<file path="src/spi_nand_command_sequencer_defines.svh">
// Assertion macros shared by the SPI NAND command sequencer RTL.
`ifndef SPI_NAND_COMMAND_SEQUENCER_DEFINES_SVH
`define SPI_NAND_COMMAND_SEQUENCER_DEFINES_SVH
`ifndef SYNTH
// same-cycle implication
`define SNC_ASSERT_IMP(lbl, clk, rst_n, ante, cons) \
    lbl: assert property (@(posedge clk) disable iff (!rst_n) (ante) |-> (cons)) \
        else $error("%m: assertion failed");
// next-cycle implication
`define SNC_ASSERT_NXT(lbl, clk, rst_n, ante, cons) \
    lbl: assert property (@(posedge clk) disable iff (!rst_n) (ante) |=> (cons)) \
        else $error("%m: assertion failed");
`else
`define SNC_ASSERT_IMP(lbl, clk, rst_n, ante, cons)
`define SNC_ASSERT_NXT(lbl, clk, rst_n, ante, cons)
`endif
`endif

</file>
<file path="src/snc_pkg.sv">
// Package: widths, geometry, opcodes and shared types of the command sequencer.
package snc_pkg;

    localparam int PAGE_BYTES      = 2048;
    localparam int PAGES_PER_BLOCK = 64;
    localparam int SPARE_BYTES     = 64;
    localparam int MAX_REQ_PAGES   = 8;

    localparam int TYPE_W     = 3;
    localparam int ADDR_W     = 29;
    localparam int LEN_W      = 15;
    localparam int BLK_W      = 12;
    localparam int PG_W       = 6;
    localparam int OPC_W      = 8;
    localparam int CADDR_W    = 24;
    localparam int DCNT_W     = 12;
    localparam int DOFF_W     = 14;
    localparam int PAD_W      = 12;
    localparam int BCNT_W     = 13;
    localparam int SRB_W      = 8;
    localparam int CFG_DATA_W = 13;
    localparam int CFG_IDX_W  = 1;

    // geometry is taken as powers of two
    localparam int PAGE_BITS   = $clog2(PAGE_BYTES);
    localparam int PPB_BITS    = $clog2(PAGES_PER_BLOCK);
    localparam int LIN_PAGE_W  = ADDR_W - PAGE_BITS;
    localparam int BP_PAGE_W   = BLK_W + PPB_BITS;
    localparam int PAGE_ADDR_W = (LIN_PAGE_W > BP_PAGE_W) ? LIN_PAGE_W : BP_PAGE_W;
    localparam int ROOM_W      = PAGE_BITS + 1;
    localparam int END_W       = ADDR_W + 1;
    localparam int TOTAL_W     = BCNT_W + PPB_BITS + PAGE_BITS;
    localparam int CMP_W       = ((TOTAL_W > END_W) ? TOTAL_W : END_W) + 1;
    localparam int BLOCK_BYTES = PAGES_PER_BLOCK * PAGE_BYTES;
    localparam int MAX_LIN_LEN = MAX_REQ_PAGES * PAGE_BYTES;

    localparam logic [OPC_W-1:0]   OP_PAGE_READ = 8'h13;
    localparam logic [OPC_W-1:0]   OP_FAST_READ = 8'h0B;
    localparam logic [OPC_W-1:0]   OP_LOAD      = 8'h02;
    localparam logic [OPC_W-1:0]   OP_EXECUTE   = 8'h10;
    localparam logic [OPC_W-1:0]   OP_ERASE     = 8'hD8;
    localparam logic [OPC_W-1:0]   OP_WREN      = 8'h06;
    localparam logic [OPC_W-1:0]   OP_RDSR      = 8'h05;
    localparam logic [CADDR_W-1:0] SEL_STATUS   = 24'h0000C0;

    localparam logic [BCNT_W-1:0] BLOCK_COUNT_RST      = 13'd1024;
    localparam logic [SRB_W-1:0]  SPARE_READ_BYTES_RST = 8'd64;

    typedef enum logic [TYPE_W-1:0] {
        REQ_READ        = 3'd0,
        REQ_WRITE       = 3'd1,
        REQ_PAGE_WRITE  = 3'd2,
        REQ_SPARE_WRITE = 3'd3,
        REQ_SPARE_READ  = 3'd4,
        REQ_ERASE       = 3'd5
    } req_type_t;

    typedef enum logic [CFG_IDX_W-1:0] {
        CFG_BLOCK_COUNT      = 1'b0,
        CFG_SPARE_READ_BYTES = 1'b1
    } cfg_index_t;

    typedef enum logic [3:0] {
        FRM_ERROR,
        FRM_PAGE_READ,
        FRM_FAST_READ_LIN,
        FRM_FAST_READ_SPARE,
        FRM_WREN,
        FRM_LOAD_LIN,
        FRM_LOAD_PAGE,
        FRM_LOAD_SPARE,
        FRM_EXECUTE,
        FRM_RDSR,
        FRM_ERASE
    } frm_t;

    typedef struct packed {
        logic             capture;
        logic             emit;
        logic             next_page;
        frm_t             frm;
        logic             last;
    } snc_cmd_t;

    typedef struct packed {
        logic [TYPE_W-1:0] req_type;
        logic              bad;
        logic              more;
        logic              out_free;
    } snc_status_t;

endpackage

</file>
<file path="src/snc_req_if.sv">
// Request channel: one flash request per transaction.
interface snc_req_if;
    logic                          valid;
    logic                          ready;
    logic [snc_pkg::TYPE_W-1:0]    req_type;
    logic [snc_pkg::ADDR_W-1:0]    byte_address;
    logic [snc_pkg::LEN_W-1:0]     byte_length;
    logic [snc_pkg::BLK_W-1:0]     block_index;
    logic [snc_pkg::PG_W-1:0]      page_in_block;

    modport source (
        output valid, req_type, byte_address, byte_length, block_index, page_in_block,
        input  ready
    );
    modport sink (
        input  valid, req_type, byte_address, byte_length, block_index, page_in_block,
        output ready
    );
endinterface

</file>
<file path="src/snc_frm_if.sv">
// Frame channel: one SPI command frame per transaction.
interface snc_frm_if;
    logic                          valid;
    logic                          ready;
    logic [snc_pkg::OPC_W-1:0]     opcode;
    logic [snc_pkg::CADDR_W-1:0]   cmd_address;
    logic [snc_pkg::DCNT_W-1:0]    data_count;
    logic [snc_pkg::DOFF_W-1:0]    data_offset;
    logic [snc_pkg::PAD_W-1:0]     pad_count;
    logic                          error;
    logic                          last;

    modport source (
        output valid, opcode, cmd_address, data_count, data_offset, pad_count, error, last,
        input  ready
    );
    modport sink (
        input  valid, opcode, cmd_address, data_count, data_offset, pad_count, error, last,
        output ready
    );
endinterface

</file>
<file path="src/snc_ctrl.sv">
// Controller: request acceptance, argument check and frame sequencing per page.
`include "spi_nand_command_sequencer_defines.svh"

module snc_ctrl (
    input  logic                 clk,
    input  logic                 rst_n,
    input  logic                 req_valid,
    output logic                 req_ready,
    input  snc_pkg::snc_status_t st,
    output snc_pkg::snc_cmd_t    cmd
);

    typedef enum logic [1:0] {
        S_IDLE,
        S_CHECK,
        S_ERR,
        S_EMIT
    } state_t;

    state_t     state_reg, state_next;
    logic [1:0] fidx_reg, fidx_next;
    logic       final_frame;
    logic       linear;

    function automatic snc_pkg::frm_t frame_of(logic [snc_pkg::TYPE_W-1:0] t,
                                               logic [1:0] idx);
        snc_pkg::frm_t f;
        f = snc_pkg::FRM_ERROR;
        unique case (t)
            snc_pkg::REQ_READ, snc_pkg::REQ_SPARE_READ:
                f = (idx == 2'd0) ? snc_pkg::FRM_PAGE_READ :
                    (t == snc_pkg::REQ_READ) ? snc_pkg::FRM_FAST_READ_LIN
                                             : snc_pkg::FRM_FAST_READ_SPARE;
            snc_pkg::REQ_WRITE, snc_pkg::REQ_PAGE_WRITE, snc_pkg::REQ_SPARE_WRITE:
                unique case (idx)
                    2'd0: f = snc_pkg::FRM_WREN;
                    2'd1: f = (t == snc_pkg::REQ_WRITE) ? snc_pkg::FRM_LOAD_LIN :
                              (t == snc_pkg::REQ_PAGE_WRITE) ? snc_pkg::FRM_LOAD_PAGE
                                                             : snc_pkg::FRM_LOAD_SPARE;
                    2'd2: f = snc_pkg::FRM_EXECUTE;
                    2'd3: f = snc_pkg::FRM_RDSR;
                endcase
            snc_pkg::REQ_ERASE:
                f = (idx == 2'd0) ? snc_pkg::FRM_WREN :
                    (idx == 2'd1) ? snc_pkg::FRM_ERASE : snc_pkg::FRM_RDSR;
            default:
                f = snc_pkg::FRM_ERROR;
        endcase
        return f;
    endfunction

    function automatic logic [1:0] final_idx(logic [snc_pkg::TYPE_W-1:0] t);
        logic [1:0] n;
        n = 2'd0;
        unique case (t)
            snc_pkg::REQ_READ, snc_pkg::REQ_SPARE_READ: n = 2'd1;
            snc_pkg::REQ_ERASE:                         n = 2'd2;
            default:                                    n = 2'd3;
        endcase
        return n;
    endfunction

    assign req_ready   = (state_reg == S_IDLE);
    assign final_frame = (fidx_reg == final_idx(st.req_type));
    assign linear      = (st.req_type == snc_pkg::REQ_READ) ||
                         (st.req_type == snc_pkg::REQ_WRITE);

    always_comb
    begin
        cmd        = '0;
        cmd.frm    = snc_pkg::FRM_ERROR;
        state_next = state_reg;
        fidx_next  = fidx_reg;
        unique case (state_reg)
            S_IDLE:
            begin
                if (req_valid)
                begin
                    cmd.capture = 1'b1;
                    state_next  = S_CHECK;
                end
            end
            S_CHECK:
            begin
                fidx_next  = 2'd0;
                state_next = st.bad ? S_ERR : S_EMIT;
            end
            S_ERR:
            begin
                if (st.out_free)
                begin
                    cmd.emit   = 1'b1;
                    cmd.last   = 1'b1;
                    state_next = S_IDLE;
                end
            end
            S_EMIT:
            begin
                cmd.frm  = frame_of(st.req_type, fidx_reg);
                cmd.last = final_frame && !(linear && st.more);
                if (st.out_free)
                begin
                    cmd.emit = 1'b1;
                    if (!final_frame)
                        fidx_next = fidx_reg + 2'd1;
                    else if (cmd.last)
                        state_next = S_IDLE;
                    else
                    begin
                        cmd.next_page = 1'b1;
                        fidx_next     = 2'd0;
                    end
                end
            end
        endcase
    end

    always_ff @(posedge clk or negedge rst_n)
    begin
        if (!rst_n)
        begin
            state_reg <= S_IDLE;
            fidx_reg  <= 2'd0;
        end
        else
        begin
            state_reg <= state_next;
            fidx_reg  <= fidx_next;
        end
    end

    `SNC_ASSERT_NXT(a_last_frees_input, clk, rst_n, cmd.emit && cmd.last, req_ready)
    `SNC_ASSERT_NXT(a_accept_blocks_input, clk, rst_n, req_valid && req_ready, !req_ready)
    `SNC_ASSERT_IMP(a_page_step_is_linear, clk, rst_n, cmd.next_page, linear && cmd.emit)

endmodule

</file>
<file path="src/snc_dpath.sv">
// Datapath: config registers, request fields, page walk and output frame register.
`include "spi_nand_command_sequencer_defines.svh"

module snc_dpath (
    input  logic                              clk,
    input  logic                              rst_n,
    input  logic                              cfg_we,
    input  logic [snc_pkg::CFG_IDX_W-1:0]     cfg_index,
    input  logic [snc_pkg::CFG_DATA_W-1:0]    cfg_data,
    input  logic [snc_pkg::TYPE_W-1:0]        req_type,
    input  logic [snc_pkg::ADDR_W-1:0]        byte_address,
    input  logic [snc_pkg::LEN_W-1:0]         byte_length,
    input  logic [snc_pkg::BLK_W-1:0]         block_index,
    input  logic [snc_pkg::PG_W-1:0]          page_in_block,
    input  snc_pkg::snc_cmd_t                 cmd,
    output snc_pkg::snc_status_t              st,
    snc_frm_if.source                         frame
);

    logic [snc_pkg::BCNT_W-1:0]      block_count_reg;
    logic [snc_pkg::SRB_W-1:0]       spare_read_bytes_reg;

    logic [snc_pkg::TYPE_W-1:0]      type_reg;
    logic [snc_pkg::END_W-1:0]       end_reg;
    logic [snc_pkg::BLK_W-1:0]       blk_reg;
    logic [snc_pkg::PG_W-1:0]        pg_reg;
    logic [snc_pkg::PAGE_ADDR_W-1:0] page_reg;
    logic [snc_pkg::PAGE_BITS-1:0]   col_reg;
    logic [snc_pkg::LEN_W-1:0]       done_reg;
    logic [snc_pkg::LEN_W-1:0]       rem_reg;

    logic                            valid_reg;
    logic [snc_pkg::OPC_W-1:0]       opcode_reg, opcode_next;
    logic [snc_pkg::CADDR_W-1:0]     caddr_reg, caddr_next;
    logic [snc_pkg::DCNT_W-1:0]      dcnt_reg, dcnt_next;
    logic [snc_pkg::DOFF_W-1:0]      doff_reg, doff_next;
    logic [snc_pkg::PAD_W-1:0]       pad_reg, pad_next;
    logic                            error_reg, error_next;
    logic                            last_reg;

    logic [snc_pkg::PAGE_ADDR_W-1:0] in_page;
    logic [snc_pkg::BP_PAGE_W-1:0]   in_paddr;
    logic [snc_pkg::BP_PAGE_W-1:0]   erase_addr;
    logic [snc_pkg::ROOM_W-1:0]      room;
    logic [snc_pkg::ROOM_W-1:0]      chunk;
    logic [snc_pkg::CMP_W-1:0]       total;
    logic                            bad_bp;
    logic                            bad_blk;
    logic                            bad_lin;
    logic                            bad;
    logic                            out_free;

    // configuration
    always_ff @(posedge clk or negedge rst_n)
    begin
        if (!rst_n)
        begin
            block_count_reg      <= snc_pkg::BLOCK_COUNT_RST;
            spare_read_bytes_reg <= snc_pkg::SPARE_READ_BYTES_RST;
        end
        else if (cfg_we)
        begin
            unique case (cfg_index)
                snc_pkg::CFG_BLOCK_COUNT:
                    block_count_reg <= cfg_data[snc_pkg::BCNT_W-1:0];
                snc_pkg::CFG_SPARE_READ_BYTES:
                    spare_read_bytes_reg <= cfg_data[snc_pkg::SRB_W-1:0];
            endcase
        end
    end

    // request capture and page walk
    assign in_paddr = snc_pkg::BP_PAGE_W'(block_index) *
                      snc_pkg::BP_PAGE_W'(snc_pkg::PAGES_PER_BLOCK) +
                      snc_pkg::BP_PAGE_W'(page_in_block);
    assign in_page  = ((req_type == snc_pkg::REQ_READ) || (req_type == snc_pkg::REQ_WRITE)) ?
                      snc_pkg::PAGE_ADDR_W'(byte_address >> snc_pkg::PAGE_BITS) :
                      snc_pkg::PAGE_ADDR_W'(in_paddr);

    assign room  = snc_pkg::ROOM_W'(snc_pkg::PAGE_BYTES) - snc_pkg::ROOM_W'(col_reg);
    assign chunk = (rem_reg < snc_pkg::LEN_W'(room)) ? snc_pkg::ROOM_W'(rem_reg) : room;

    always_ff @(posedge clk)
    begin
        if (cmd.capture)
        begin
            type_reg <= req_type;
            end_reg  <= snc_pkg::END_W'(byte_address) + snc_pkg::END_W'(byte_length);
            blk_reg  <= block_index;
            pg_reg   <= page_in_block;
            page_reg <= in_page;
            col_reg  <= byte_address[snc_pkg::PAGE_BITS-1:0];
            done_reg <= '0;
            rem_reg  <= byte_length;
        end
        else if (cmd.next_page)
        begin
            page_reg <= page_reg + snc_pkg::PAGE_ADDR_W'(1);
            col_reg  <= '0;
            done_reg <= done_reg + snc_pkg::LEN_W'(chunk);
            rem_reg  <= rem_reg - snc_pkg::LEN_W'(chunk);
        end
    end

    // argument check on the captured request
    assign total   = snc_pkg::CMP_W'(block_count_reg) * snc_pkg::CMP_W'(snc_pkg::BLOCK_BYTES);
    assign bad_blk = (snc_pkg::BCNT_W'(blk_reg) >= block_count_reg);
    assign bad_bp  = bad_blk ||
                     (snc_pkg::PPB_BITS'(0) + 32'(pg_reg) >= 32'(snc_pkg::PAGES_PER_BLOCK));
    assign bad_lin = (rem_reg == '0) || (snc_pkg::CMP_W'(end_reg) > total) ||
                     (32'(rem_reg) > 32'(snc_pkg::MAX_LIN_LEN));

    always_comb
    begin
        bad = 1'b1;
        unique case (type_reg)
            snc_pkg::REQ_READ, snc_pkg::REQ_WRITE:
                bad = bad_lin;
            snc_pkg::REQ_PAGE_WRITE:
                bad = (rem_reg == '0) || (32'(rem_reg) > 32'(snc_pkg::PAGE_BYTES)) || bad_bp;
            snc_pkg::REQ_SPARE_WRITE, snc_pkg::REQ_SPARE_READ:
                bad = bad_bp;
            snc_pkg::REQ_ERASE:
                bad = bad_blk;
            default:
                bad = 1'b1;
        endcase
    end

    assign out_free    = !valid_reg || frame.ready;
    assign st.req_type = type_reg;
    assign st.bad      = bad;
    assign st.more     = (rem_reg > snc_pkg::LEN_W'(room));
    assign st.out_free = out_free;

    // frame contents
    assign erase_addr = snc_pkg::BP_PAGE_W'(blk_reg) *
                        snc_pkg::BP_PAGE_W'(snc_pkg::PAGES_PER_BLOCK);

    always_comb
    begin
        opcode_next = '0;
        caddr_next  = '0;
        dcnt_next   = '0;
        doff_next   = '0;
        pad_next    = '0;
        error_next  = 1'b0;
        unique case (cmd.frm)
            snc_pkg::FRM_ERROR:
                error_next = 1'b1;
            snc_pkg::FRM_PAGE_READ:
            begin
                opcode_next = snc_pkg::OP_PAGE_READ;
                caddr_next  = snc_pkg::CADDR_W'(page_reg);
            end
            snc_pkg::FRM_FAST_READ_LIN:
            begin
                opcode_next = snc_pkg::OP_FAST_READ;
                caddr_next  = snc_pkg::CADDR_W'(col_reg);
                dcnt_next   = snc_pkg::DCNT_W'(chunk);
                doff_next   = snc_pkg::DOFF_W'(done_reg);
            end
            snc_pkg::FRM_FAST_READ_SPARE:
            begin
                opcode_next = snc_pkg::OP_FAST_READ;
                caddr_next  = snc_pkg::CADDR_W'(snc_pkg::PAGE_BYTES);
                dcnt_next   = snc_pkg::DCNT_W'(spare_read_bytes_reg);
            end
            snc_pkg::FRM_WREN:
                opcode_next = snc_pkg::OP_WREN;
            snc_pkg::FRM_LOAD_LIN:
            begin
                opcode_next = snc_pkg::OP_LOAD;
                caddr_next  = snc_pkg::CADDR_W'(col_reg);
                dcnt_next   = snc_pkg::DCNT_W'(chunk);
                doff_next   = snc_pkg::DOFF_W'(done_reg);
            end
            snc_pkg::FRM_LOAD_PAGE:
            begin
                opcode_next = snc_pkg::OP_LOAD;
                dcnt_next   = snc_pkg::DCNT_W'(snc_pkg::PAGE_BYTES + snc_pkg::SPARE_BYTES);
                pad_next    = snc_pkg::PAD_W'(snc_pkg::LEN_W'(snc_pkg::PAGE_BYTES) - rem_reg);
            end
            snc_pkg::FRM_LOAD_SPARE:
            begin
                opcode_next = snc_pkg::OP_LOAD;
                caddr_next  = snc_pkg::CADDR_W'(snc_pkg::PAGE_BYTES);
                dcnt_next   = snc_pkg::DCNT_W'(snc_pkg::SPARE_BYTES);
            end
            snc_pkg::FRM_EXECUTE:
            begin
                opcode_next = snc_pkg::OP_EXECUTE;
                caddr_next  = snc_pkg::CADDR_W'(page_reg);
            end
            snc_pkg::FRM_RDSR:
            begin
                opcode_next = snc_pkg::OP_RDSR;
                caddr_next  = snc_pkg::SEL_STATUS;
                dcnt_next   = snc_pkg::DCNT_W'(1);
            end
            snc_pkg::FRM_ERASE:
            begin
                opcode_next = snc_pkg::OP_ERASE;
                caddr_next  = snc_pkg::CADDR_W'(erase_addr);
            end
            default:
                error_next = 1'b1;
        endcase
    end

    // output frame register
    always_ff @(posedge clk or negedge rst_n)
    begin
        if (!rst_n)
            valid_reg <= 1'b0;
        else if (cmd.emit)
            valid_reg <= 1'b1;
        else if (frame.ready)
            valid_reg <= 1'b0;
    end

    always_ff @(posedge clk)
    begin
        if (cmd.emit)
        begin
            opcode_reg <= opcode_next;
            caddr_reg  <= caddr_next;
            dcnt_reg   <= dcnt_next;
            doff_reg   <= doff_next;
            pad_reg    <= pad_next;
            error_reg  <= error_next;
            last_reg   <= cmd.last;
        end
    end

    assign frame.valid       = valid_reg;
    assign frame.opcode      = opcode_reg;
    assign frame.cmd_address = caddr_reg;
    assign frame.data_count  = dcnt_reg;
    assign frame.data_offset = doff_reg;
    assign frame.pad_count   = pad_reg;
    assign frame.error       = error_reg;
    assign frame.last        = last_reg;

    `SNC_ASSERT_IMP(a_emit_into_free_slot, clk, rst_n, cmd.emit, out_free)
    `SNC_ASSERT_IMP(a_error_is_last, clk, rst_n, valid_reg && error_reg,
                    last_reg && (opcode_reg == '0))
    `SNC_ASSERT_IMP(a_step_within_range, clk, rst_n, cmd.next_page, rem_reg > snc_pkg::LEN_W'(chunk))

endmodule

</file>
<file path="src/spi_nand_command_sequencer.sv">
// Top level: SPI NAND page command sequencer.
//
// Usage:
//   req   : one flash request per transaction (read, write, page write,
//           spare write, spare read, erase). Taken only while no request is
//           being expanded.
//   frame : SPI command frames, in order; last marks the final frame of a
//           request. A rejected request gives a single frame with error set.
//   cfg_* : block_count (index 0) and spare_read_bytes (index 1), written
//           while the block is idle.
// Timing: a request passes through capture and then argument check, then
//   the sequencer loads one frame per cycle into the output register while
//   the receiver keeps up. Frames per request: 2 per page for a linear read
//   (up to 18), 4 per page for a linear write (up to 36), 4 for page and
//   spare writes, 2 for a spare read, 3 for an erase, 1 for an error.
// The next request is taken as soon as the last frame of the current one
//   sits in the output register. A stalled receiver holds the output
//   register and the sequencer waits on it.
// Reset clears the controller and output valid and restores block_count to
//   1024 and spare_read_bytes to 64.
module spi_nand_command_sequencer (
    input  logic                           clk,
    input  logic                           rst_n,
    input  logic                           cfg_we,
    input  logic [snc_pkg::CFG_IDX_W-1:0]  cfg_index,
    input  logic [snc_pkg::CFG_DATA_W-1:0] cfg_data,
    snc_req_if.sink                        req,
    snc_frm_if.source                      frame
);

    snc_pkg::snc_cmd_t    cmd;
    snc_pkg::snc_status_t st;
    logic                 req_ready;

    assign req.ready = req_ready;

    snc_ctrl u_ctrl (
        .clk       (clk),
        .rst_n     (rst_n),
        .req_valid (req.valid),
        .req_ready (req_ready),
        .st        (st),
        .cmd       (cmd)
    );

    snc_dpath u_dpath (
        .clk           (clk),
        .rst_n         (rst_n),
        .cfg_we        (cfg_we),
        .cfg_index     (cfg_index),
        .cfg_data      (cfg_data),
        .req_type      (req.req_type),
        .byte_address  (req.byte_address),
        .byte_length   (req.byte_length),
        .block_index   (req.block_index),
        .page_in_block (req.page_in_block),
        .cmd           (cmd),
        .st            (st),
        .frame         (frame)
    );

endmodule
</file>
<file path="src/flat_wrapper.sv">
// flat-port wrapper written by rule: the top's interface ports become plain ports
module spi_nand_command_sequencer_flat 
  (clk, rst_n, cfg_we, cfg_index, cfg_data, req_valid, req_req_type, req_byte_address, req_byte_length, req_block_index, req_page_in_block, req_ready, frame_valid, frame_opcode, frame_cmd_address, frame_data_count, frame_data_offset, frame_pad_count, frame_error, frame_last, frame_ready);
  snc_req_if req_i ();
  snc_frm_if frame_i ();
  input  logic clk;
  input  logic rst_n;
  input  logic cfg_we;
  input  logic [snc_pkg::CFG_IDX_W-1:0] cfg_index;
  input  logic [snc_pkg::CFG_DATA_W-1:0] cfg_data;
  input wire logic [$bits(req_i.valid)-1:0] req_valid;
  input wire logic [$bits(req_i.req_type)-1:0] req_req_type;
  input wire logic [$bits(req_i.byte_address)-1:0] req_byte_address;
  input wire logic [$bits(req_i.byte_length)-1:0] req_byte_length;
  input wire logic [$bits(req_i.block_index)-1:0] req_block_index;
  input wire logic [$bits(req_i.page_in_block)-1:0] req_page_in_block;
  output wire logic [$bits(req_i.ready)-1:0] req_ready;
  output wire logic [$bits(frame_i.valid)-1:0] frame_valid;
  output wire logic [$bits(frame_i.opcode)-1:0] frame_opcode;
  output wire logic [$bits(frame_i.cmd_address)-1:0] frame_cmd_address;
  output wire logic [$bits(frame_i.data_count)-1:0] frame_data_count;
  output wire logic [$bits(frame_i.data_offset)-1:0] frame_data_offset;
  output wire logic [$bits(frame_i.pad_count)-1:0] frame_pad_count;
  output wire logic [$bits(frame_i.error)-1:0] frame_error;
  output wire logic [$bits(frame_i.last)-1:0] frame_last;
  input wire logic [$bits(frame_i.ready)-1:0] frame_ready;
  assign req_i.valid = req_valid;
  assign req_i.req_type = req_req_type;
  assign req_i.byte_address = req_byte_address;
  assign req_i.byte_length = req_byte_length;
  assign req_i.block_index = req_block_index;
  assign req_i.page_in_block = req_page_in_block;
  assign req_ready = req_i.ready;
  assign frame_valid = frame_i.valid;
  assign frame_opcode = frame_i.opcode;
  assign frame_cmd_address = frame_i.cmd_address;
  assign frame_data_count = frame_i.data_count;
  assign frame_data_offset = frame_i.data_offset;
  assign frame_pad_count = frame_i.pad_count;
  assign frame_error = frame_i.error;
  assign frame_last = frame_i.last;
  assign frame_i.ready = frame_ready;
  spi_nand_command_sequencer u_core (.clk(clk), .rst_n(rst_n), .cfg_we(cfg_we), .cfg_index(cfg_index), .cfg_data(cfg_data), .req(req_i), .frame(frame_i));
endmodule
</file>
<file path="config.mk">
export PLATFORM = sky130hd
export DESIGN_NAME = spi_nand_command_sequencer_flat
export DESIGN_NICKNAME = d
export VERILOG_FILES = /design/src/snc_pkg.sv /design/src/snc_req_if.sv /design/src/snc_frm_if.sv /design/src/snc_ctrl.sv /design/src/snc_dpath.sv /design/src/spi_nand_command_sequencer.sv /design/src/flat_wrapper.sv
export VERILOG_INCLUDE_DIRS = /design/src /design/src/src
export SDC_FILE = /design/constraint.sdc
export NUM_CORES = 1
export LEC_CHECK = 0
export ABC_AREA = 0
export ABC_CLOCK_PERIOD_IN_PS = 14300
export BUFFER_PORTS_ARGS = -buffer_cell sky130_fd_sc_hd__buf_2
export CAP_MARGIN = 10
export CORE_MARGIN = 2
export CORE_UTILIZATION = 45
export DETAILED_ROUTE_END_ITERATION = 6
export HOLD_SLACK_MARGIN = 0.12
export PLACE_DENSITY = 0.72
export SYNTH_ARGS = -nofsm -noshare
export SYNTH_HDL_FRONTEND = slang
export SYNTH_SLANG_ARGS = --single-unit
</file>
<file path="constraint.sdc">
create_clock -name clk -period 14.3 [get_ports clk]
set_input_delay 1.43 -clock clk [delete_from_list [all_inputs] [get_ports clk]]
set_output_delay 1.43 -clock clk [all_outputs]
set_load 0.01 [all_outputs]
</file>
### After elaboration in Yosys (flattened, before gate mapping)

Cells that the tools add are included.

| cells by class | value |
|---|---|
| $add $sub $neg | 8 |
| magnitude comparators | 7 |
| eq/ne operators | 29 |
| multiplexer cells | 44 |
| bitwise gates (word level) | 1 |
| reduce and logical (&&, ||, !) cells | 34 |

Operators by type and width:

| operator | count |
|---|---|
| $pmux W18 S5 | 1 |
| $pmux W12 S5 | 1 |
| $pmux W8 S7 | 1 |
| $mux W18 | 3 |
| $add A29 B15 Y30 | 1 |
| $gt A30 B30 Y1 | 1 |
| $mux W15 | 2 |
| $mux W2 | 12 |
| $mux W11 | 2 |
| $add A18 B1 Y18 const B | 1 |
| $add A18 B6 Y18 | 1 |
| $eq A4 B3 Y1 const B | 4 |
| $pmux W4 S4 | 1 |
| $add A15 B12 Y15 | 1 |
| $gt A15 B12 Y1 | 1 |
| $gt A15 B12 Y1 const B | 1 |
| $gt A15 B15 Y1 const B | 1 |
| $logic_not A15 Y1 | 1 |
| $lt A15 B12 Y1 | 1 |
| $sub A15 B12 Y15 | 1 |
| $reduce_or A2 Y1 | 7 |
| $ge A12 B13 Y1 | 1 |
| $eq A4 B4 Y1 const B | 3 |
| $mux W12 | 1 |
| 34 further kinds | 73 |

| word-level totals | value |
|---|---|
| register bits | 208 |
| input port bits | 84 |
| output and inout port bits | 74 |
| logic and storage cells | 143 |

### Longest topological paths before layout

Gate-level depths: netlist (run 1).

| depth | value |
|---|---|
| word-level depth | 12 |
| mapped depth | 24 |
| depth with buffers taken out | 22 |

### Hierarchy

From an unflattened synthesis (run 1), not the netlist that was laid out.

| unflattened totals | value |
|---|---|
| cells, all modules | 1114 |
| area, all modules | 11653.7 sq um |

Modules (own cells, without submodules):

| module | instances | cells each | area each (sq um) | sequential area each (sq um) |
|---|---|---|---|---|
| snc_dpath | 1 | 1040 | 11088.1 | 5427.7 |
| snc_ctrl | 1 | 74 | 565.5 | 100.1 |

### Worst setup path before layout (run 1)

Ideal clock, no wire load.

| timing path | value |
|---|---|
| path kind | reg2reg |
| start point | register u_core.u_dpath.col_reg[2] in the netlist's numbering |
| end point | register u_core.u_dpath.done_reg[11] in the netlist's numbering |
| setup time | 0.123 ns |
| arrival | 4.704 ns |
| required time | 14.177 ns |
| path slack | 9.473 ns |
| cell stages (with the launch flop) | 24 |
| buffers on the path | 2 |
| period minus slack after synthesis | 4.827 ns |
| cells stage by stage | edfxtp_1 > nor3_1 > nand2_1 > or3_1 > nor3_1 > xnor2_1 > inv_1 > ha_1 > and4_1 > and2_1 > o31ai_1 > and3_1 > buf_2 > buf_4 > mux2i_1 > inv_1 > ha_1 > o21a_1 > and4_1 > a221o_1 > o21ai_0 > or3b_2 > o21ai_0 > mux2i_1 |

| between the ends | value |
|---|---|
| word-level cells in the longest chain between the ends | 9 |
| elaborated cells on any way between the ends | 12 |
| those cells by class | add/sub: 2; order compare: 2; mux: 5; reduce/logical: 3 |

RTL lines:

| what | RTL line | source |
|---|---|---|
| from (decl) | snc_dpath.sv:28 | `logic [snc_pkg::PAGE_BITS-1:0] col_reg;` |
| from (signal assigned) | snc_dpath.sv:92 | `col_reg <= byte_address[snc_pkg::PAGE_BITS-1:0];` |
| $sub A12 B11 Y12 * | snc_dpath.sv:80 | `assign room = snc_pkg::ROOM_W'(snc_pkg::PAGE_BYTES) - snc_pkg::ROOM_W'(col_reg);` |
| branches (longest 8 deep; another with $lt A15 B12 Y1) | -- |  |
| to (signal assigned) | snc_dpath.sv:100 | `done_reg <= done_reg + snc_pkg::LEN_W'(chunk);` |
| to (decl) | snc_dpath.sv:29 | `logic [snc_pkg::LEN_W-1:0] done_reg;` |

Mark *: on every way between the ends.
A chain may end at the register's enable or synchronous reset.

### Worst setup path after layout (run 1)

Ends and elaborated chain as after synthesis.

==> metrics.md, run 1 <==
| Metric | Value |
|---|---|
| Status | complete, no violations |
| Synth Instances | 1110 |
| Fraction of registers with async set/reset | 13.5% |
| Pin count of the biggest net entering global routing | 51 |
| Clk_lat worst skew | 0.45 ns |
| Hold WC Path Type | reg -> reg |
| DP Area | 12500 um^2 |
| Core footprint | 25100 um^2 |
| Fraction of layout cells with a size suffix above 1 | 18.1% |
| Placer Congestion | 0.915 |
| Post-route ant nets | 0 |
| Post-synthesis register bit count | 193 |
| GRT busiest layer | met2 |
| Critical path class | reg -> reg |
| CTS root buf | clkbuf_16 |
| Largest family of logic cells by synthesized area | simple AND/OR/NAND/NOR gates |
| M3 GR Usage | 3.06% |
| CTS H-tree depth | 4 |
| Setup bufs post-CTS | 0 |
| Max VDD drop | 0.0714 mV |
| Netlist cell types | 79 |
| Max_cap viols | 0 |
| Die width | 164 um |
| Drt initial violations | 876 |
| Pre-antenna DRT Iters | 6 |
| Post-Synth Simple-Gate Area | 16.8% |
| Final Hold Violating Endpoints | 0 |
| Crit path time final | 5.72 ns |
| Initial Utilization | 45.7% |
| CP Max Fanout | 17 |
| Leakage | 0.00538 uW |
| Gr usage total | 22.2% |
| Routed length per instance | 18.7 um |
| Xor/xnor share of the synthesized area | 5.95% |
| Vias per cell | 5.62 |
| Data required, critical path | 14.62 ns |
| Initial antenna violation count | 0 |
| Die H | 164 um |
| Die area | 26800 um^2 |
| Slew Limit Fails | 0 |
| Crit path DAT | 6.04 ns |
| Nets | 1422 |
| Final setup viols | 0 |
| Yosys warns | 0 |
| Setup repair after global routing missed its margin | false |
| Global-route wire length before repair | 45.0 mm |
| Syn Area/Cell | 10.3 um^2 |
| Register area share after synthesis | 48.1% |
| Area growth, synth to finish | 14.2% |
| Clock Skew | 0.0118 ns |
| Predominant post-synthesis flop cell | edfxtp_1 |
| Synth Area in Compound Gates | 13.2% |
| Critical path startpoint category | flop |
| Least-Margin Pin Slew | 1.10 ns |
| Port bufs | 150 |
| Tot Pwr | 2110 uW |
| Clock transition at the registers of the reported paths | 0.07 ns |
| Grt met1 use | 31.3% |
| Final Cell Area | 13100 um^2 |
| Sum Neg Setup Slack | 0 ns |
| Fmax | 175 MHz |
| Routing usage on met2 | 35.5% |
| CTS Buffer Depth | 2 |
| Routed vias | 8960 |
| Multiplexer share of the synthesized area | 2.46% |
| Worst Setup End Kind | flop |
| Clk sinks | 193 |
| Global route overflow | 0 |
| Final period util | 40.0% |
| FP Rows | 58 |
| Post-synth EDFFs | 153 |
| Vias in the first global route | 8114 |
| Max FFs per register | 30 |
| PD cells | 161 nW/um^2 |
| Post-Syn Area | 11500 um^2 |
| Post-synthesis adder-cell area fraction | 9.57% |
| Cts hold-fix bufs | 0 |
| CTS buffer count | 17 |
| CTS tree | built |
| Hpwl dp | 23.0 mm |
| Post-cts sizing count | 0 |
| DRT Wirelength | 29.8 mm |
| Antenna Cells | 0 |
| Residual DRC | 0 |
| Ports | 158 |
| Slew margin rel. | 26.5% |
critical path, stage by stage (launching register included):
cell and delay, ns:
edfxtp_1 0.46, nor3_1 0.30, nand2_1 0.12, or3_1 0.38, nor3_1 0.19, xnor2_1 0.17, inv_1 0.06, ha_1 0.29
and4_1 0.19, and2_1 0.17, o31ai_1 0.07, and3_1 0.75, mux2i_1 0.53, inv_1 0.10, ha_1 0.32, o21a_1 0.15
and4_1 0.21, a221o_1 0.32, o21ai_0 0.12, or3b_2 0.46, o21ai_0 0.10, mux2i_1 0.11
where the power goes:
part           internal [uW]  switching (uW)  total (uW)
logic                    281             447         729
clock network            264             225         489
registers                794            96.5         890
total                   1340             769        2110
metrics by stage:
stage	std cells	hold slack (ns)	util, %	setup WS [ns]
5_1_grt	1595	0.510	52.2	8.15
4_1_cts	1595	0.484	52.2	8.67
2_1_floorplan	1116	0.441	-	9.47
3_5_place_dp	1563	0.477	49.9	8.69
3_3_place_gp	1563	0.463	49.9	8.90
6_report	1595	0.488	52.2	8.58
worst paths after layout:
check                                      startpoint                                 end  slack [ns]  depth (start not counted)
max                         u_core.u_dpath.col_reg[2]         u_core.u_dpath.done_reg[11]        8.58                         21
min                        u_core.u_dpath.done_reg[4]          u_core.u_dpath.done_reg[4]        0.49                          2
max reg2reg                 u_core.u_dpath.col_reg[2]         u_core.u_dpath.done_reg[11]        8.58                         21
min reg2reg                u_core.u_dpath.done_reg[4]          u_core.u_dpath.done_reg[4]        0.49                          2
max in group asynchronous                       rst_n           u_core.u_ctrl.fidx_reg[1]       12.90                          1
min in group asynchronous                       rst_n  u_core.u_dpath.block_count_reg[11]        0.99                          1
placed cells by master, fill, tap and decap left out, types with 5 or more instances in the layout:
| master | instances |
|---|---|
| a22o_1 | 11 |
| a21o_1 | 8 |
| edfxtp_1 | 153 |
| inv_1 | 58 |
| mux2i_1 | 17 |
| o21a_1 | 10 |
| a21oi_1 | 51 |
| or2_2 | 6 |
| buf_2 | 150 |
| nand2_1 | 126 |
| nor2b_1 | 15 |
| nor3_1 | 19 |
| a211oi_1 | 10 |
| conb_1 | 7 |
| buf_4 | 8 |
| a31oi_1 | 21 |
| o21ai_0 | 65 |
| and2_1 | 16 |
| xnor2_1 | 47 |
| clkbuf_16 | 17 |
| a31o_2 | 5 |
| ha_1 | 83 |
| or3_1 | 8 |
| o31ai_1 | 5 |
| nand2b_1 | 15 |
| dfrtp_1 | 24 |
| nand4_1 | 6 |
| nor4b_1 | 5 |
| nor4_1 | 9 |
| nand3_1 | 32 |
| and3_1 | 23 |
| xor2_1 | 31 |
| mux2_2 | 10 |
| nor2_1 | 90 |
| dfxtp_1 | 14 |
Yosys cell counts (7+ instances only):
cell	number	area share, %
edfxtp_1	153	40
nand2_1	126	4.1
nor2_1	90	2.9
ha_1	83	9.0
o21ai_0	65	2.8
inv_1	58	1.9
a21oi_1	51	2.2
xnor2_1	47	3.6
nand3_1	32	1.4
xor2_1	31	2.4
dfrtp_1	24	5.2
and3_1	23	1.3
a31oi_1	21	1.1
nor3_1	21	0.92
clkbuf_1	20	0.65
and2_1	17	0.93
mux2i_1	17	1.5
nand2b_1	15	0.82
nor2b_1	15	0.82
dfxtp_1	14	2.4
a22o_1	11	0.84
buf_4	11	0.72
a211oi_1	10	0.65
mux2_2	10	0.98
o21a_1	10	0.65
nor4_1	9	0.49
a21o_1	8	0.52
or3_1	8	0.44
buf_2	7	0.31
cell families (layout without fill, tap and decap cells):
kind of cell	Yosys count	in the layout
AOI/OAI and AO/OA	232	232
xor gates and xnor gates	78	78
adders and majority gates	86	86
buffers and inverters	100	249
DFF	193	193
muxes	27	27
other	1	7
and+or+nand+nor	393	393
metal layers:
metal,wire [um],share of wire (%),vias to the layer above
met5,0,0,-
met4,646,2.2,0
met3,1750,5.9,40
met2,14000,47,314
met1,13400,45,4300
li1,-,-,4306
final cells by class:
class	instances	area, um^2
clock buffers	18	429
multi-input cells	823	5550
inverters	59	221
clock inverters	14	168
well taps	330	413
flip-flops and latches	193	5530
repair buffers	158	811
fillers	2293	12000
Note: power is estimated with default switching activity, not from simulation.
==> run 2, diff against run 1 <==
- ABC_CLOCK_PERIOD_IN_PS: 14300 -> 5900
- clock period: 14.3 -> 5.9 ns (I/O delays scaled with it)
==> run 2 against run 1 <==
Critical path depth is the same. Sequential share of layout area is essentially flat. Global-route usage shrank 0.076 points. Register-to-register slack lost 8.0 ns. Clock power grew 130%. Sequential cell count is the same. Largest cell class unchanged. Maximum frequency grew 6.8%. Cell count grew 0.19%. Die area is the same.
==> metrics.md, run 2 (synthesis results as in run 1) <==
| Metric | Value |
|---|---|
| Data required, critical path | 6.07 ns (-8.55 ns) |
| Critical path startpoint category | flop |
| Max FFs per register | 30 (unchanged) |
| Port bufs | 150 (unchanged) |
| Crit path time final | 5.36 ns (-0.363 ns) |
| Fillers | 2238 (-2.4%) |
| Most frequent cell on the critical path | o21ai_0 |
| Fmax | 187 MHz (+6.8%) |
| PD cells | 385 nW/um^2 (+140%) |
| Least-Margin Pin Slew | 0.986 ns (-0.116 ns) |
| Pre-antenna DRT Iters | 6 (unchanged) |
| Commonest cells after routing, fill and taps aside | 153 x edfxtp_1, 150 x buf_2, 126 x nand2_1, 90 x nor2_1, 83 x ha_1 |
| Slowest cell delay on critical path | 0.49 ns (-0.26 ns) |
| Setup repair after global routing missed its margin | false |
| Die H | 164 um (unchanged) |
| CTS Buffer Depth | 2 (unchanged) |
| Ports | 158 (unchanged) |
| Drt initial violations | 921 (+5.1%) |
| Core footprint | 25100 um^2 (unchanged) |
| Commonest non-fill, non-tap cell in the layout | edfxtp_1 |
| Global-route wire length before repair | 45.5 mm (+1.1%) |
| Setup bufs post-CTS | 0 (unchanged) |
| Vias per cell | 5.53 (-1.6%) |
| Global route overflow | 0 (unchanged) |
| DRT Wirelength | 29.5 mm (-0.82%) |
| CP Max Fanout | 17 (unchanged) |
| Final Hold Violating Endpoints | 0 (unchanged) |
| Placer Congestion | 0.928 (+1.4%) |
| Slew Limit Fails | 0 (unchanged) |
| Critical path class | reg -> reg |
| Routed length per instance | 18.5 um (-1.0%) |
| Slew margin rel. | 33.9% (+7.4 points) |
| Antenna Cells | 0 (unchanged) |
| Max_cap viols | 0 (unchanged) |
| Crit path DAT | 5.53 ns (-0.51 ns) |
| Dpl ws | 0.285 ns (-8.41 ns) |
| CTS root buf | clkbuf_16 |
| CTS H-tree depth | 4 (unchanged) |
| Initial Utilization | 45.7% (unchanged) |
| Clk_lat worst skew | 0.44 ns (about the same) |
| Sum Neg Setup Slack | 0 ns (unchanged) |
| Cell Chain, Critical Path | nor3_1, nand2_1, or3_1, nor3_1, xnor2_1, inv_1, ha_1, and4_1, and2_1, o31ai_1, and3_2, o21ai_0, ha_1, fa_1, nor2b_1, o31ai_1, a21oi_1, o21ai_0, nand2b_1, xnor2_1, o21ai_0 |
| Clk sinks | 193 (unchanged) |
| Status | complete, no violations |
| FP Rows | 58 (unchanged) |
| FF-to-FF path depth | 21 (unchanged) |
| Die area | 26800 um^2 (unchanged) |
| Final setup margin | 0.541 ns (-8.04 ns) |
| Clock Skew | 0.0131 ns (+0.00128 ns) |
| Pin count of the biggest net entering global routing | 51 (unchanged) |
| Hold WC Path Type | in -> async |
| Routed vias | 8830 (-1.5%) |
| Post-route ant nets | 0 (unchanged) |
| Final setup viols | 0 (unchanged) |
| Area growth, synth to finish | 14.2% (about the same) |
| Vias in the first global route | 8278 (+2.0%) |
| Initial antenna violation count | 0 (unchanged) |
| Clock transition at the registers of the reported paths | 0.07 ns (about the same) |
| CTS buffer count | 17 (unchanged) |
| CP max stage cell | o21ai_0 |
| Final period util | 90.8% (+51 points) |
| CP Depth | 21 (unchanged) |
| Hpwl dp | 23.2 mm (+1.2%) |
| Fraction of layout cells with a size suffix above 1 | 18.5% (+0.43 points) |
| Die width | 164 um (unchanged) |
| Nets | 1425 (+0.21%) |
| Delay-heaviest family, CP | simple AND/OR/NAND/NOR gates |
| Leakage | 0.00538 uW (+0.14%) |
| Max VDD drop | 0.188 mV (+160%) |
| Residual DRC | 0 (unchanged) |
| Worst Setup End Kind | flop |
| Gr usage total | 22.2% (-0.076 points) |
| Tot Pwr | 5050 uW (+140%) |
| Final core utilization | 52.2% (about the same) |
| Worst path bufs/invs | 1 (-1) |
| CTS tree | built |
-- run 2: power by group --
part	internal (uW)	switching (uW)
logic	686	1080
clock network	563	557
registers	1920	237
-- run 2: repair_timing --
item                                    4_1_cts  5_1_grt
endpoints found under the setup margin        0        9
resized for setup                             0        1
hold buffers                                  0        0
-- run 2: path summary, 6_finish.rpt --
check                                           start                           endpoint  slack (ns)
max in group asynchronous                       rst_n  u_core.u_dpath.block_count_reg[2]        5.34
hold / removal                                  rst_n          u_core.u_ctrl.fidx_reg[0]        0.15
setup / recovery            u_core.u_dpath.col_reg[2]          u_core.u_dpath.rem_reg[8]        0.54
hold reg to reg            u_core.u_dpath.done_reg[0]         u_core.u_dpath.done_reg[0]        0.48
min in group clk                      req_req_type[0]         u_core.u_dpath.type_reg[0]        0.33
setup reg to reg            u_core.u_dpath.col_reg[2]          u_core.u_dpath.rem_reg[8]        0.54
-- run 2: per-stage QoR --
step                instances  hold WS (ns)  instance area (um^2)
floorplan                1116         0.294                 11500
global placement         1566         0.466                 12500
detailed placement       1566         0.471                 12500
CTS                      1598         0.172                 13100
global route             1598         0.199                 13100
finish                   1598         0.153                 13100
-- run 2: area by class of cell --
| type | instances | area [um^2] | area share [%] |
|---|---|---|---|
| Timing Repair Buffer | 161 | 833 | 6.35 |
| Clock inverter | 15 | 144 | 1.10 |
| Sequential cell | 193 | 5530 | 42.2 |
| Multi-Input combinational cell | 823 | 5550 | 42.3 |
| Inverter | 59 | 221 | 1.69 |
| Clock buffer | 17 | 425 | 3.24 |
| Tap cell | 330 | 413 | 3.15 |
-- run 2: metal layers --
metal	share of wire, %	global-route usage, %	routed length, um
met1	44	30.7	13100
met2	46	34.8	13600
met3	6.0	3.26	1760
met4	3.6	9.45	1060
met5	0	0	0
==> run 3, diff against run 2 <==
- ABC_CLOCK_PERIOD_IN_PS: 5900 -> 5600
- SKIP_CTS_REPAIR_TIMING: unset -> 1
- clock period: 5.9 -> 5.6 ns (I/O delays scaled with it)
==> run 3 against run 2 <==
Global-route usage decreased by 0.14 points. Worst hold slack worse by 0.016 ns. Power up 6.8%. Register-to-register slack got worse by 0.22 ns. Cell count increased by 0.19%. Clock power is 9.8% higher. Critical path depth rose by 3. Die area unchanged. Sequential cell count unchanged. Clock skew shrank 0.0033 ns.
==> metrics.md, run 3 (synthesis results as in run 1) <==
| Metric | Value |
|---|---|
| Status | complete, no violations |
| CP Depth | 24 (+14%) |
| Pin count of the biggest net entering global routing | 49 (-3.9%) |
| CTS Buffer Depth | 2 (unchanged) |
| Max FFs per register | 30 (unchanged) |
| Hold WC Path Type | in -> async |
| Leakage | 0.00542 uW (+0.60%) |
| Die width | 164 um (unchanged) |
| CTS buffer count | 17 (unchanged) |
| Placer Congestion | 0.896 (-3.5%) |
| Post-route ant nets | 0 (unchanged) |
| Commonest non-fill, non-tap cell in the layout | edfxtp_1 |
| Nets | 1428 (+0.21%) |
| DRT Wirelength | 29.3 mm (-0.68%) |
| Routed vias | 8983 (+1.7%) |
| Cell Chain, Critical Path | nor3_1, nand2_1, or3_1, nor3_1, xnor2_1, inv_1, ha_1, and4_1, and2_1, o31ai_1, and3_4, buf_4, nand2_1, o21ai_1, ha_1, fa_1, nor2b_1, o31ai_1, buf_4, a31o_2, a31oi_1, nor3_1, xnor2_1, o21ai_0 |
| Global-route wire length before repair | 45.0 mm (-1.2%) |
| Dpl ws | 0.108 ns (-0.178 ns) |
| Vias in the first global route | 8349 (+0.86%) |
| Final Hold Violating Endpoints | 0 (unchanged) |
| CTS tree | built |
| Worst path bufs/invs | 3 (+2) |
| Delay-heaviest family, CP | simple AND/OR/NAND/NOR gates |
| Fraction of layout cells with a size suffix above 1 | 19.0% (+0.43 points) |
| Gr usage total | 22.0% (-0.14 points) |
| Clock transition at the registers of the reported paths | 0.07 ns (about the same) |
| Data required, critical path | 5.77 ns (-0.30 ns) |
| Global route overflow | 0 (unchanged) |
| Worst r2r src | u_core.u_dpath.col_reg[2] |
| Least-Margin Pin Slew | 1.02 ns (+0.0292 ns) |
| Final period util | 94.3% (+3.5 points) |
| Initial Utilization | 45.7% (unchanged) |
| PD cells | 409 nW/um^2 (+6.3%) |
| Clk sinks | 193 (unchanged) |
| Residual DRC | 0 (unchanged) |
| Max_cap viols | 0 (unchanged) |
| CP max stage cell | edfxtp_1 |
| Final setup viols | 0 (unchanged) |
| Crit path time final | 5.28 ns (-0.0769 ns) |
| Core footprint | 25100 um^2 (unchanged) |
| Setup repair after global routing missed its margin | true |
| Max VDD drop | 0.216 mV (+15%) |
| Initial antenna violation count | 0 (unchanged) |
| FF-to-FF path depth | 24 (+14%) |
| R2R Setup Slk | 0.32 ns (-0.22 ns) |
| CTS H-tree depth | 4 (unchanged) |
| Clock Skew | 0.00976 ns (-0.00329 ns) |
| FP Rows | 58 (unchanged) |
| Vias per cell | 5.61 (+1.5%) |
| Hpwl dp | 22.9 mm (-1.6%) |
| R2R Path End | u_core.u_dpath.rem_reg[14] |
| Layout Cells excl Fill | 1601 (+0.19%) |
| Slew Limit Fails | 0 (unchanged) |
| Worst Setup End Kind | flop |
| Critical path class | reg -> reg |
| Fmax | 189 MHz (+1.5%) |
| Antenna Cells | 0 (unchanged) |
| Slowest cell delay on critical path | 0.46 ns (-0.03 ns) |
| Placed Cells | 1569 (+0.19%) |
| Port bufs | 150 (unchanged) |
| Final setup margin | 0.318 ns (-0.223 ns) |
| Commonest cells after routing, fill and taps aside | 153 x edfxtp_1, 150 x buf_2, 126 x nand2_1, 90 x nor2_1, 83 x ha_1 |
| Drt initial violations | 914 (-0.76%) |
| CTS root buf | clkbuf_16 |
| Routed length per instance | 18.3 um (-0.86%) |
| Area growth, synth to finish | 14.7% |
| Tot Pwr | 5390 uW (+6.8%) |
| Pre-antenna DRT Iters | 5 (-1) |
| Most frequent cell on the critical path | nor3_1 |
| Crit path DAT | 5.45 ns (-0.08 ns) |
| Die H | 164 um (unchanged) |
| Clk_lat worst skew | 0.44 ns (about the same) |
| Critical path startpoint category | flop |
| Die area | 26800 um^2 (unchanged) |
| Slew margin rel. | 32.3% (-1.6 points) |
| CP Max Fanout | 10 (-7) |
| Ports | 158 (unchanged) |
-- run 3: worst max path at each step --
stage,start,endpoint,slack (ns)
after CTS,u_core.u_dpath.col_reg[2],u_core.u_dpath.rem_reg[14],0.08
after global placement,u_core.u_dpath.col_reg[2],u_core.u_dpath.rem_reg[14],0.23
after detailed placement,u_core.u_dpath.col_reg[2],u_core.u_dpath.rem_reg[14],0.11
final,u_core.u_dpath.col_reg[2],u_core.u_dpath.rem_reg[14],0.32
after global routing,u_core.u_dpath.col_reg[2],u_core.u_dpath.done_reg[13],-0.003
after floorplan,u_core.u_dpath.col_reg[2],u_core.u_dpath.done_reg[11],0.77
-- run 3: report_power, final --
part / leakage [uW] / total, uW / internal, uW / switching [uW]
Combinational: 0.00325 / 1890 / 737 / 1150
Clock: 0.000291 / 1230 / 639 / 591
Sequential: 0.00188 / 2270 / 2020 / 247
-- run 3: area by class of cell --
type | instances | area [um^2]
clock buffers | 18 | 429
repair buffers | 164 | 856
flip-flops and latches | 193 | 5530
well taps | 330 | 413
fillers | 2275 | 11900
clock inverters | 14 | 161
multi-input cells | 823 | 5570
inverters | 59 | 221
-- run 3: layer usage --
layer  vias to the layer above  wire length [um]  GRT usage, %
met3                        69              1750          3.08
met4                         0              1140          10.1
li1                       4306                 -             -
met5                         -                 0             0
met1                      4264             13200          30.8
met2                       344             13300          34.0
-- run 3: per-stage QoR --
stage | hold WS, ns | cell area, um^2 | utilization, % | TNS (ns)
2_1_floorplan | 0.264 | 11500 | - | 0
3_3_place_gp | 0.468 | 12600 | 50.0 | 0
3_5_place_dp | 0.473 | 12600 | 50.0 | 0
4_1_cts | 0.144 | 13200 | 52.4 | 0
5_1_grt | 0.180 | 13200 | 52.5 | -0.00256
6_report | 0.136 | 13200 | 52.5 | 0
